[src/y4m_luma_extractor_unit_defines.svh]
// Assertion macros used by the luma extractor parser.
`ifndef Y4M_LUMA_EXTRACTOR_UNIT_DEFINES_SVH
`define Y4M_LUMA_EXTRACTOR_UNIT_DEFINES_SVH

// Same-cycle implication, sampled on clk, off while arst_n is low.
`define Y4MLE_ASSERT_IMP(label, ante, cons, msg) \
	label: assert property (@(posedge clk) disable iff (!arst_n) (ante) |-> (cons)) \
		else $error(msg);

// Next-cycle implication, sampled on clk, off while arst_n is low.
`define Y4MLE_ASSERT_NXT(label, ante, cons, msg) \
	label: assert property (@(posedge clk) disable iff (!arst_n) (ante) |=> (cons)) \
		else $error(msg);

`endif

[src/y4mle_pkg.sv]
// Types, codes and character helpers for the luma extractor.
package y4mle_pkg;

	typedef enum logic [2:0] {
		PH_MAGIC,
		PH_MAGIC_SEP,
		PH_HEADER,
		PH_TOKEN,
		PH_TOKEN_SEP,
		PH_LUMA,
		PH_CHROMA,
		PH_HALT
	} phase_t;

	typedef enum logic [1:0] {
		TAG_NONE,
		TAG_W,
		TAG_H,
		TAG_SKIP
	} tag_t;

	localparam logic [1:0] ST_PIXEL     = 2'd0;
	localparam logic [1:0] ST_BAD_MAGIC = 2'd1;
	localparam logic [1:0] ST_END       = 2'd2;

	localparam logic [3:0] MAGIC_LEN = 4'd9;
	localparam logic [3:0] FRAME_LEN = 4'd5;

	localparam logic [7:0] CH_NEWLINE = 8'h0A;
	localparam logic [7:0] CH_SPACE   = 8'h20;
	localparam logic [7:0] CH_TAB     = 8'h09;
	localparam logic [7:0] CH_CR      = 8'h0D;
	localparam logic [7:0] CH_W       = 8'h57;
	localparam logic [7:0] CH_H       = 8'h48;
	localparam logic [7:0] CH_ZERO    = 8'h30;
	localparam logic [7:0] CH_NINE    = 8'h39;

	typedef struct packed {
		logic        emit;
		logic [7:0]  pixel;
		logic [11:0] row;
		logic [11:0] column;
		logic        last;
		logic [1:0]  status;
	} result_t;

	function automatic logic is_space(input logic [7:0] b);
		return (b == CH_SPACE) || ((b >= CH_TAB) && (b <= CH_CR));
	endfunction

	function automatic logic [7:0] magic_char(input logic [3:0] idx);
		logic [7:0] c;
		case (idx)
			4'd0:    c = 8'h59;
			4'd1:    c = 8'h55;
			4'd2:    c = 8'h56;
			4'd3:    c = 8'h34;
			4'd4:    c = 8'h4D;
			4'd5:    c = 8'h50;
			4'd6:    c = 8'h45;
			4'd7:    c = 8'h47;
			4'd8:    c = 8'h32;
			default: c = 8'h00;
		endcase
		return c;
	endfunction

	function automatic logic [7:0] frame_char(input logic [2:0] idx);
		logic [7:0] c;
		case (idx)
			3'd0:    c = 8'h46;
			3'd1:    c = 8'h52;
			3'd2:    c = 8'h41;
			3'd3:    c = 8'h4D;
			3'd4:    c = 8'h45;
			default: c = 8'h00;
		endcase
		return c;
	endfunction

endpackage

[src/y4mle_parser.sv]
// Stream parser: header decode, frame tracking and per-byte result.
`include "y4m_luma_extractor_unit_defines.svh"

module y4mle_parser
	import y4mle_pkg::*;
#(
	parameter int MAX_WIDTH  = 4096,
	parameter int MAX_HEIGHT = 4096
) (
	input  logic       clk,
	input  logic       arst_n,
	input  logic       step,
	input  logic [7:0] byte_in,
	input  logic       restart,
	output result_t    res
);

	localparam int WW   = $clog2(MAX_WIDTH + 1);
	localparam int HW   = $clog2(MAX_HEIGHT + 1);
	localparam int PW   = WW + HW;
	localparam int CRAW = $clog2((MAX_WIDTH * MAX_HEIGHT) / 2 + 1);
	localparam int CW   = (CRAW < 1) ? 1 : CRAW;

	localparam logic [WW+3:0] W_LIMIT = (WW + 4)'(MAX_WIDTH);
	localparam logic [HW+3:0] H_LIMIT = (HW + 4)'(MAX_HEIGHT);

	phase_t          phase_q, phase_d, r_phase;
	logic [3:0]      match_q, match_d, r_match;
	tag_t            tag_q, tag_d, r_tag;
	logic [WW-1:0]   width_q, width_d, r_width;
	logic [HW-1:0]   height_q, height_d, r_height;
	logic [HW-1:0]   row_q, row_d, r_row;
	logic [WW-1:0]   col_q, col_d, r_col;
	logic [CW-1:0]   chroma_q, chroma_d, r_chroma;
	logic [PW-1:0]   area_q;
	logic [PW-1:0]   area_half;

	logic            sp;
	logic            digit;
	logic [3:0]      digit_val;
	logic            magic_hit;
	logic            frame_hit;
	logic            col_end;
	logic            row_end;
	logic [WW+3:0]   width_acc;
	logic [HW+3:0]   height_acc;
	logic [HW+11:0]  row_ext;
	logic [WW+11:0]  col_ext;

	always_comb begin
		r_phase  = restart ? PH_MAGIC : phase_q;
		r_match  = restart ? 4'd0 : match_q;
		r_tag    = restart ? TAG_NONE : tag_q;
		r_width  = restart ? '0 : width_q;
		r_height = restart ? '0 : height_q;
		r_row    = restart ? '0 : row_q;
		r_col    = restart ? '0 : col_q;
		r_chroma = restart ? '0 : chroma_q;
	end

	assign sp        = is_space(byte_in);
	assign digit     = (byte_in >= CH_ZERO) && (byte_in <= CH_NINE);
	assign digit_val = 4'(byte_in - CH_ZERO);
	assign magic_hit = (r_match < MAGIC_LEN) && (byte_in == magic_char(r_match));
	assign frame_hit = (r_match < FRAME_LEN) && (byte_in == frame_char(r_match[2:0]));
	assign col_end   = ({1'b0, r_col} + 1'b1) >= {1'b0, r_width};
	assign row_end   = ({1'b0, r_row} + 1'b1) >= {1'b0, r_height};
	assign width_acc = {4'd0, r_width} * (WW + 4)'(10) + (WW + 4)'(digit_val);
	assign height_acc = {4'd0, r_height} * (HW + 4)'(10) + (HW + 4)'(digit_val);
	assign area_half = area_q >> 1;
	assign row_ext   = (HW + 12)'(r_row);
	assign col_ext   = (WW + 12)'(r_col);

	always_comb begin
		logic hdr;
		hdr      = 1'b0;
		phase_d  = r_phase;
		match_d  = r_match;
		tag_d    = r_tag;
		width_d  = r_width;
		height_d = r_height;
		row_d    = r_row;
		col_d    = r_col;
		chroma_d = r_chroma;
		unique case (r_phase)
			PH_MAGIC: begin
				if (!((r_match == 4'd0) && sp)) begin
					if (magic_hit) begin
						match_d = r_match + 4'd1;
						if (r_match == MAGIC_LEN - 4'd1) begin
							phase_d = PH_MAGIC_SEP;
						end
					end else begin
						phase_d = PH_HALT;
					end
				end
			end
			PH_MAGIC_SEP: begin
				if (!sp) begin
					phase_d = PH_HALT;
				end else begin
					phase_d = PH_HEADER;
					tag_d   = TAG_NONE;
				end
			end
			PH_HEADER: begin
				hdr = 1'b1;
				if ((r_tag == TAG_W) || (r_tag == TAG_H)) begin
					if (digit) begin
						hdr = 1'b0;
						if (r_tag == TAG_W) begin
							width_d = (width_acc > W_LIMIT) ? W_LIMIT[WW-1:0] : width_acc[WW-1:0];
						end else begin
							height_d = (height_acc > H_LIMIT) ? H_LIMIT[HW-1:0]
								: height_acc[HW-1:0];
						end
					end else begin
						tag_d = TAG_NONE;
					end
				end else if (r_tag == TAG_SKIP) begin
					if (!sp) begin
						hdr = 1'b0;
					end else begin
						tag_d = TAG_NONE;
					end
				end
				if (hdr) begin
					if (byte_in == CH_NEWLINE) begin
						phase_d = PH_TOKEN;
						match_d = 4'd0;
						tag_d   = TAG_NONE;
					end else if (byte_in == CH_W) begin
						tag_d   = TAG_W;
						width_d = '0;
					end else if (byte_in == CH_H) begin
						tag_d    = TAG_H;
						height_d = '0;
					end else if (!sp) begin
						tag_d = TAG_SKIP;
					end
				end
			end
			PH_TOKEN: begin
				if (!((r_match == 4'd0) && sp)) begin
					if (frame_hit) begin
						match_d = r_match + 4'd1;
						if (r_match == FRAME_LEN - 4'd1) begin
							phase_d = PH_TOKEN_SEP;
						end
					end else begin
						phase_d = PH_HALT;
					end
				end
			end
			PH_TOKEN_SEP: begin
				if (!sp) begin
					phase_d = PH_HALT;
				end else begin
					row_d   = '0;
					col_d   = '0;
					match_d = 4'd0;
					phase_d = ((r_width == '0) || (r_height == '0)) ? PH_TOKEN : PH_LUMA;
				end
			end
			PH_LUMA: begin
				if (row_end && col_end) begin
					chroma_d = area_half[CW-1:0];
					row_d    = '0;
					col_d    = '0;
					match_d  = 4'd0;
					phase_d  = (area_half == '0) ? PH_TOKEN : PH_CHROMA;
				end else if (col_end) begin
					col_d = '0;
					row_d = r_row + 1'b1;
				end else begin
					col_d = r_col + 1'b1;
				end
			end
			PH_CHROMA: begin
				if (r_chroma != '0) begin
					chroma_d = r_chroma - 1'b1;
				end
				if ((r_chroma == CW'(1)) || (r_chroma == '0)) begin
					match_d = 4'd0;
					phase_d = PH_TOKEN;
				end
			end
			PH_HALT: begin
			end
			default: begin
			end
		endcase
	end

	always_comb begin
		res = '0;
		unique case (r_phase)
			PH_MAGIC: begin
				if (!((r_match == 4'd0) && sp) && !magic_hit) begin
					res.emit   = 1'b1;
					res.status = ST_BAD_MAGIC;
				end
			end
			PH_MAGIC_SEP: begin
				if (!sp) begin
					res.emit   = 1'b1;
					res.status = ST_BAD_MAGIC;
				end
			end
			PH_TOKEN: begin
				if (!((r_match == 4'd0) && sp) && !frame_hit) begin
					res.emit   = 1'b1;
					res.status = ST_END;
				end
			end
			PH_TOKEN_SEP: begin
				if (!sp) begin
					res.emit   = 1'b1;
					res.status = ST_END;
				end
			end
			PH_LUMA: begin
				res.emit   = 1'b1;
				res.pixel  = byte_in;
				res.row    = row_ext[11:0];
				res.column = col_ext[11:0];
				res.last   = row_end && col_end;
				res.status = ST_PIXEL;
			end
			default: begin
			end
		endcase
	end

	always_ff @(posedge clk or negedge arst_n) begin
		if (!arst_n) begin
			phase_q  <= PH_MAGIC;
			match_q  <= 4'd0;
			tag_q    <= TAG_NONE;
			width_q  <= '0;
			height_q <= '0;
			row_q    <= '0;
			col_q    <= '0;
			chroma_q <= '0;
		end else if (step) begin
			phase_q  <= phase_d;
			match_q  <= match_d;
			tag_q    <= tag_d;
			width_q  <= width_d;
			height_q <= height_d;
			row_q    <= row_d;
			col_q    <= col_d;
			chroma_q <= chroma_d;
		end
	end

	// frame area settles long before the first luma byte
	always_ff @(posedge clk) begin
		area_q <= PW'(width_q) * PW'(height_q);
	end

	`Y4MLE_ASSERT_IMP(a_halt_silent, step && !restart && (phase_q == PH_HALT), !res.emit, "halted parser produced an item")
	`Y4MLE_ASSERT_IMP(a_luma_emits, step && !restart && (phase_q == PH_LUMA), res.emit && (res.status == ST_PIXEL), "luma byte without pixel item")
	`Y4MLE_ASSERT_IMP(a_pos_in_frame, phase_q == PH_LUMA, (col_q < width_q) && (row_q < height_q), "luma position outside frame")
	`Y4MLE_ASSERT_NXT(a_error_halts, step && res.emit && (res.status != ST_PIXEL), phase_q == PH_HALT, "error item did not halt parser")

endmodule

[src/y4m_luma_extractor_unit.sv]
// Top level of the YUV4MPEG2 luma extractor: stream handshake around the parser.
//
//   channel  | dir | tdata                               | tuser        | tlast
//   s_axis   | in  | [7:0] byte_req                      | [0] restart  | -
//   m_axis   | out | [7:0] pixel [19:8] row [31:20] col  | [1:0] status | frame_last
//
// One byte per clock sustained while the output is not stalled; a byte waits in the input
// register, and its item is registered into the output register as the byte leaves it.
// The parser state advances once per byte, in the cycle the byte leaves the input register.
// arst_n clears the parser to wait for the magic word; restart does the same per byte.
// A stalled output holds its item and the input register, backing up s_axis_tready.
module y4m_luma_extractor_unit
	import y4mle_pkg::*;
#(
	parameter int MAX_WIDTH  = 4096,
	parameter int MAX_HEIGHT = 4096
) (
	input  logic        clk,
	input  logic        arst_n,
	input  logic        s_axis_tvalid,
	output logic        s_axis_tready,
	input  logic [7:0]  s_axis_tdata,   // [7:0] byte_req
	input  logic        s_axis_tuser,   // [0] restart
	output logic        m_axis_tvalid,
	input  logic        m_axis_tready,
	output logic [31:0] m_axis_tdata,   // [7:0] pixel, [19:8] row, [31:20] column
	output logic [1:0]  m_axis_tuser,   // [1:0] status
	output logic        m_axis_tlast    // frame_last
);

	logic        valid_s1;
	logic [7:0]  byte_s1;
	logic        restart_s1;
	logic        valid_s2;
	logic [31:0] data_s2;
	logic [1:0]  status_s2;
	logic        last_s2;
	logic        advance;
	logic        step;
	result_t     res;

	assign advance       = !valid_s2 || m_axis_tready;
	assign step          = valid_s1 && advance;
	assign s_axis_tready = !valid_s1 || advance;

	y4mle_parser #(
		.MAX_WIDTH (MAX_WIDTH),
		.MAX_HEIGHT(MAX_HEIGHT)
	) u_parser (
		.clk    (clk),
		.arst_n (arst_n),
		.step   (step),
		.byte_in(byte_s1),
		.restart(restart_s1),
		.res    (res)
	);

	always_ff @(posedge clk or negedge arst_n) begin
		if (!arst_n) begin
			valid_s1 <= 1'b0;
			valid_s2 <= 1'b0;
		end else begin
			if (s_axis_tvalid && s_axis_tready) begin
				valid_s1 <= 1'b1;
			end else if (step) begin
				valid_s1 <= 1'b0;
			end
			if (advance) begin
				valid_s2 <= step && res.emit;
			end
		end
	end

	always_ff @(posedge clk) begin
		if (s_axis_tvalid && s_axis_tready) begin
			byte_s1    <= s_axis_tdata;
			restart_s1 <= s_axis_tuser;
		end
		if (step) begin
			data_s2   <= {res.column, res.row, res.pixel};
			status_s2 <= res.status;
			last_s2   <= res.last;
		end
	end

	assign m_axis_tvalid = valid_s2;
	assign m_axis_tdata  = data_s2;
	assign m_axis_tuser  = status_s2;
	assign m_axis_tlast  = last_s2;

endmodule

[config.mk]
export PLATFORM = sky130hd
export DESIGN_NAME = y4m_luma_extractor_unit
export DESIGN_NICKNAME = d
export VERILOG_FILES = /design/src/y4mle_pkg.sv /design/src/y4mle_parser.sv /design/src/y4m_luma_extractor_unit.sv
export VERILOG_INCLUDE_DIRS = /design/src /design/src/src
export SDC_FILE = /design/constraint.sdc
export NUM_CORES = 1
export LEC_CHECK = 0
export BUFFER_PORTS_ARGS = -buffer_cell sky130_fd_sc_hd__buf_4
export CORE_MARGIN = 2
export CORE_UTILIZATION = 64
export DETAILED_ROUTE_END_ITERATION = 16
export GPL_TIMING_DRIVEN = 0
export PLACE_DENSITY = 0.8
export SLEW_MARGIN = 30
export SYNTH_ARGS = -nofsm -noshare
export SYNTH_HDL_FRONTEND = slang
export SYNTH_SLANG_ARGS = --single-unit
[constraint.sdc]
create_clock -name clk -period 7 [get_ports clk]
set_clock_uncertainty 0.1 [all_clocks]
set_input_delay 1.05 -clock clk [delete_from_list [all_inputs] [get_ports clk]]
set_output_delay 1.05 -clock clk [all_outputs]
set_load 0.02 [all_outputs]
---- Word level (Yosys, flattened, before mapping) ----
Memory sizes are Yosys's and may differ from the RTL's.
Cells that the tools add are included.
W data, S select, Z words.
cells by class
  add/subtract/negate cells ............... 9
  multipliers ............................. 3
  magnitude comparators ................... 10
  equal/unequal tests ..................... 22
  mux-type cells .......................... 88
  reductions and logical operators ........ 32
operators with widths
  operator                 number
  $mux W13                 27
  $mux W24                 3
  $pmux W13 S2             2
  $pmux W24 S2             1
  $mux W3                  15
  $mux W4                  10
  $pmux W7 S5              1
  $add A17 B4 Y17          2
  $gt A17 B13 Y1 const B   2
  $mul A13 B3 Y16 const B  2
  $add A13 B1 Y14 const B  2
  $ge A14 B13 Y1           2
  $add A13 B1 Y13 const B  2
  $logic_not A13 Y1        2
  $logic_not A26 Y1        1
  $mul A13 B13 Y26         1
  $eq A24 B1 Y1 const B    1
  $logic_not A24 Y1        1
  $mux W2                  12
  $pmux W4 S6              1
  $reduce_bool A24 Y1      1
  $sub A24 B1 Y24 const B  1
  $pmux W3 S7              1
  $eq A8 B7 Y1 const B     2
  other kinds (30)         69
storage, ports and cells
  bits in registers ....................... 157
  ROM bits ................................ 112
  input bits .............................. 13
  output and inout port bits .............. 37
  logic and storage cells ................. 181
  memories kept ........................... 1
memories
  memory            words  bits a word  rd ports  clocked after Yosys merged registers in  write ports  line             source
  (name not given)  16     7            1         0                                        0            y4mle_pkg.sv:53  case (idx)

---- Depth between registers and ports, before layout ----
  word-level depth ........................ 13
  gate-level depth with buffers ........... 24
  mapped depth without buffers ............ 20

---- Modules after synthesis ----
From an unflattened synthesis, not the netlist that was laid out.
unflattened totals
  cells, all modules ...................... 1941
  area total of the unflattened synthesis .. 16913.7 µm²
modules (own cells, without submodules)
  module                   times used  cells each  area an instance (µm²)
  y4mle_parser             1           1888        15486.1
  y4m_luma_extractor_unit  1           53          1427.6

---- Least setup slack after synthesis ----
Ideal clock, no wire load.
  path kind ............................... register to register
  from .................................... reg u_parser.width_q[6]
  to ...................................... reg u_parser.area_q[25]
  arrival time ............................ 5573 ps
  required time ........................... 6828 ps
  slack ................................... 1255 ps
  stages on the path, launching flop included .. 21
  path buffers ............................ 2
  path through ............................ dfrtp_1 > clkbuf_1 > clkbuf_1 > nand2_1 > fa_1 > inv_1 > fa_1 > inv_1 > fa_1 > inv_1 > fa_1 > fa_1 > ha_1 > o21ai_0 > nor3_1 > a221oi_1 > o21ai_0 > o41a_1 > a211o_1 > a21oi_1 > xnor2_1
between the ends
  longest elaborated chain between the ends .. 1
RTL lines
  element                   line                 source
  start: declaration        y4mle_parser.sv:30   logic [WW-1:0] width_q, width_d, r_width;
  start signal: assignment  y4mle_parser.sv:249  width_q <= width_d;
  $mul A13 B13 Y26          y4mle_parser.sv:259  area_q <= PW'(width_q) * PW'(height_q);
  end signal: assignment    y4mle_parser.sv:259
  end: declaration          y4mle_parser.sv:35   logic [PW-1:0] area_q;
Every way passes these cells.
A chain may end at the register's enable or synchronous reset.

---- Worst setup path after layout ----
  from .................................... reg u_parser.width_q[7]
  to ...................................... reg u_parser.area_q[25]
The elaborated chain is that of the path after synthesis.

==> results.sh <==
export IMPL_grt_overflow_total=0
export IMPL_ir_drop_mv=0.148
export IMPL_nets=2303
export IMPL_startpoint_type="register"
export IMPL_netlist_instances=1962
export IMPL_crit_start="u_parser.width_q[7]$_DFFE_PN0P_"
export IMPL_place_inst=2346
export IMPL_io_buffers=49
export IMPL_pin_count=50
export IMPL_synth_edf_count=44
export IMPL_drc=0
export IMPL_worst_path_max_fanout=10
export IMPL_ant_nets=0
export IMPL_slew_viol_final=0
export IMPL_drt_iter0_markers=1685
export IMPL_clk_latency_ns=0.45
export IMPL_period_share=0.954
export IMPL_status="complete, no violations"
export IMPL_ys_ff_latch=156
export IMPL_ys_types=100
export IMPL_grt_setup_unrepaired="no"
export IMPL_yosysSeqAreaShare=0.237
export IMPL_cts_setup_buffers=0
export IMPL_comb_power_share=0.324
export IMPL_netlist_top_cells_area="fa_1, dfrtp_1, ha_1"
export IMPL_worstHoldPathType="reg -> reg"
export IMPL_setup_violations_final=0
export IMPL_final_cell_area_sq_mm=0.0183
export IMPL_antenna_found_initial=2
export IMPL_clock_power_share=0.314
export IMPL_synth_top_cell_area_share=0.147
export IMPL_fp_dieH_microns=166
export IMPL_worstSetupPathType="reg -> reg"
export IMPL_grt_pass1_wl_microns=79900
export IMPL_hold_viol=0
export IMPL_cts_tree="yes"
export IMPL_area_growth_syn_to_layout_pct=8.56
export IMPL_instances_no_fill=2377
export IMPL_clockRootBuffer="clkbuf_16"
export IMPL_place_ws_ns=-0.634
export IMPL_min_delay_start="u_parser.area_q[13]$_DFF_P_"
export IMPL_maxCapViolations=0
export IMPL_vias_per_cell=6.56
export IMPL_dr_total_vias=15595
export IMPL_critPathArrivalTime_ns=6.96
export IMPL_layout_common_cells="nand2_1, inv_1, ha_1"
export IMPL_reg2reg_from="u_parser.width_q[7]$_DFFE_PN0P_"
export IMPL_drt_wl_total_microns=50900
export IMPL_synth_top_area_cell="fa_1"
export IMPL_cts_sinks=156
export IMPL_p_sw_mw=1.30
export IMPL_timing_slew_headroom=0.333
export IMPL_htreeDepth=4
export IMPL_die_area_sq_mm=0.0277
export IMPL_synth_nets=2237
export IMPL_internal_power_mw=2.00
export IMPL_grtUsageTotal=0.366
export IMPL_syn_area_sq_mm=0.0169
export IMPL_switching_share=0.394
export IMPL_first_pass_iters=9
export IMPL_post_drt_wl_per_cell_microns=21.4
export IMPL_final_layout_size_suffix_gt1_frac=0.0725
export IMPL_grt_pass1_vias=15100
export IMPL_yosysWarnings=0
export IMPL_end_kind="register"
export IMPL_synth_ff_type="dfrtp_1"
export IMPL_start_util=0.650
export IMPL_p_leak_nw=8.60
export IMPL_grt_max_degree=88
export IMPL_pwr_share_seq=0.361
export IMPL_worstMarginPinSlew_ns=1.00
export IMPL_layout_min_cycle_time_ns=6.68
export IMPL_whs_ns=0.387
export IMPL_setup_tns_final_ns=0
export IMPL_final_common_cell="nand2_1"
export IMPL_numCtsBuffers=17
export IMPL_clkTransAtPathRegs_ns=0.07
export IMPL_core_area_sq_mm=0.0260
export IMPL_place_area_sq_mm=0.0177
export IMPL_fin_ws_ns=0.323
export IMPL_die_x_microns=166
export IMPL_gp_congestion=0.934
export IMPL_rows=59
export IMPL_hpwl_microns=38600
export IMPL_power_density_mw_per_mm2=180
export IMPL_syn_area_per_cell_sq_um=8.60
export IMPL_clock_fmax_mhz=150
export IMPL_async_flop_share=0.558
export IMPL_ctsHoldBuffers=0
export IMPL_required_ns=7.28
export IMPL_clockBufferDepth=2
logic make-up after synthesis:
kind of cell | synth area share
buffers and inverters | 0.0706
AOI/OAI and AO/OA | 0.157
adders and majority gates | 0.251
muxes | 0.00674
xor gates and xnor gates | 0.0465
DFF | 0.237
and+or+nand+nor | 0.232
path summary, 6_finish.rpt:
check / end / slack (ns) / cells past startpoint
worst max-delay path: u_parser.area_q[25]$_DFF_P_ / 0.32 / 20
worst min-delay path: u_parser.chroma_q[12]$_DFFE_PN0P_ / 0.39 / 2
worst max register to register: u_parser.area_q[25]$_DFF_P_ / 0.32 / 20
worst min register to register: u_parser.chroma_q[12]$_DFFE_PN0P_ / 0.39 / 2
max in group asynchronous: u_parser.row_q[2]$_DFFE_PN0P_ / 5.66 / 1
min in group asynchronous: u_parser.width_q[5]$_DFFE_PN0P_ / 0.59 / 1
cell type report:
cell class                      count  area (sq um)
Tap cell                          335           419
Clock inverter                     14           198
Fill cell                        2072          7660
Clock buffer                       18           429
Antenna cell                        1          2.50
Sequential cell                   156          4000
Multi-Input combinational cell   1522         11700
Timing Repair Buffer               49           374
Buffer                            108           541
Inverter                          174           653
sequential cells by signal (all words and copies together) (netlist names), 2 cells and up:
register,cells
u_parser.chroma_q,24
u_parser.height_q,13
u_parser.phase_q,3
u_parser.width_q,13
u_parser.row_q,13
u_parser.match_q,4
u_parser.tag_q,2
u_parser.area_q,25
m_axis_tuser,2
u_parser.col_q,13
byte_s1,8
m_axis_tdata,32
power by group through the flow:
stage                     clock (mW)  sequential, mW  combinational (mW)
after floorplan                    0            1.21               0.657
after global placement             0            1.19                1.01
after detailed placement           0            1.20                1.03
after CTS                       1.04            1.18                1.04
after global routing            1.07            1.20                1.15
final                           1.03            1.19                1.07
worst max-delay path, cell delays in order, from the launching register on:
cell	delay, ns
dfrtp_1	0.33
clkbuf_1	0.46
clkbuf_1	0.53
nand2_1	0.15
fa_1	0.53
inv_1	0.06
fa_1	0.52
inv_1	0.05
fa_1	0.49
inv_1	0.05
fa_1	0.46
fa_1	0.49
ha_1	0.35
o21ai_0	0.32
nor3_1	0.11
a221oi_1	0.42
o21ai_0	0.21
o41a_1	0.40
a211o_1	0.28
a21oi_1	0.17
xnor2_1	0.13
per-stage QoR:
stage / util / total power, mW
finish: 0.705 / 3.29
global route: 0.705 / 3.42
CTS: 0.705 / 3.26
detailed placement: 0.680 / 2.23
global placement: 0.680 / 2.21
floorplan: - / 1.87
routing by layer:
metal	GRT usage	wire, microns	up-vias
met3	0.0642	4990	206
met4	0.170	2600	0
li1	-	-	6965
met5	0	0	-
met2	0.591	23300	836
met1	0.483	20000	7588
what timing repair did:
item                       CTS  global route
setup endpoints to repair   84            64
gates cloned                 0             0
pin swaps                    0             0
gates resized for setup      2            14
synthesized netlist by cell type, drive strengths merged (14+ instances only):
| cell | n |
|---|---|
| a211oi | 14 |
| a21o | 26 |
| a21oi | 76 |
| a22o | 26 |
| and2 | 102 |
| and3 | 23 |
| buf | 19 |
| clkbuf | 90 |
| dfrtp | 87 |
| dfxtp | 25 |
| edfxtp | 44 |
| fa | 124 |
| ha | 138 |
| inv | 173 |
| nand2 | 244 |
| nand2b | 24 |
| nand3 | 47 |
| nand4 | 39 |
| nor2 | 122 |
| nor2b | 24 |
| nor3 | 50 |
| nor4 | 28 |
| o211ai | 17 |
| o21ai | 96 |
| o31ai | 17 |
| or4 | 16 |
| xnor2 | 60 |
| xor2 | 27 |
Note: power is estimated with default switching activity, not from simulation.
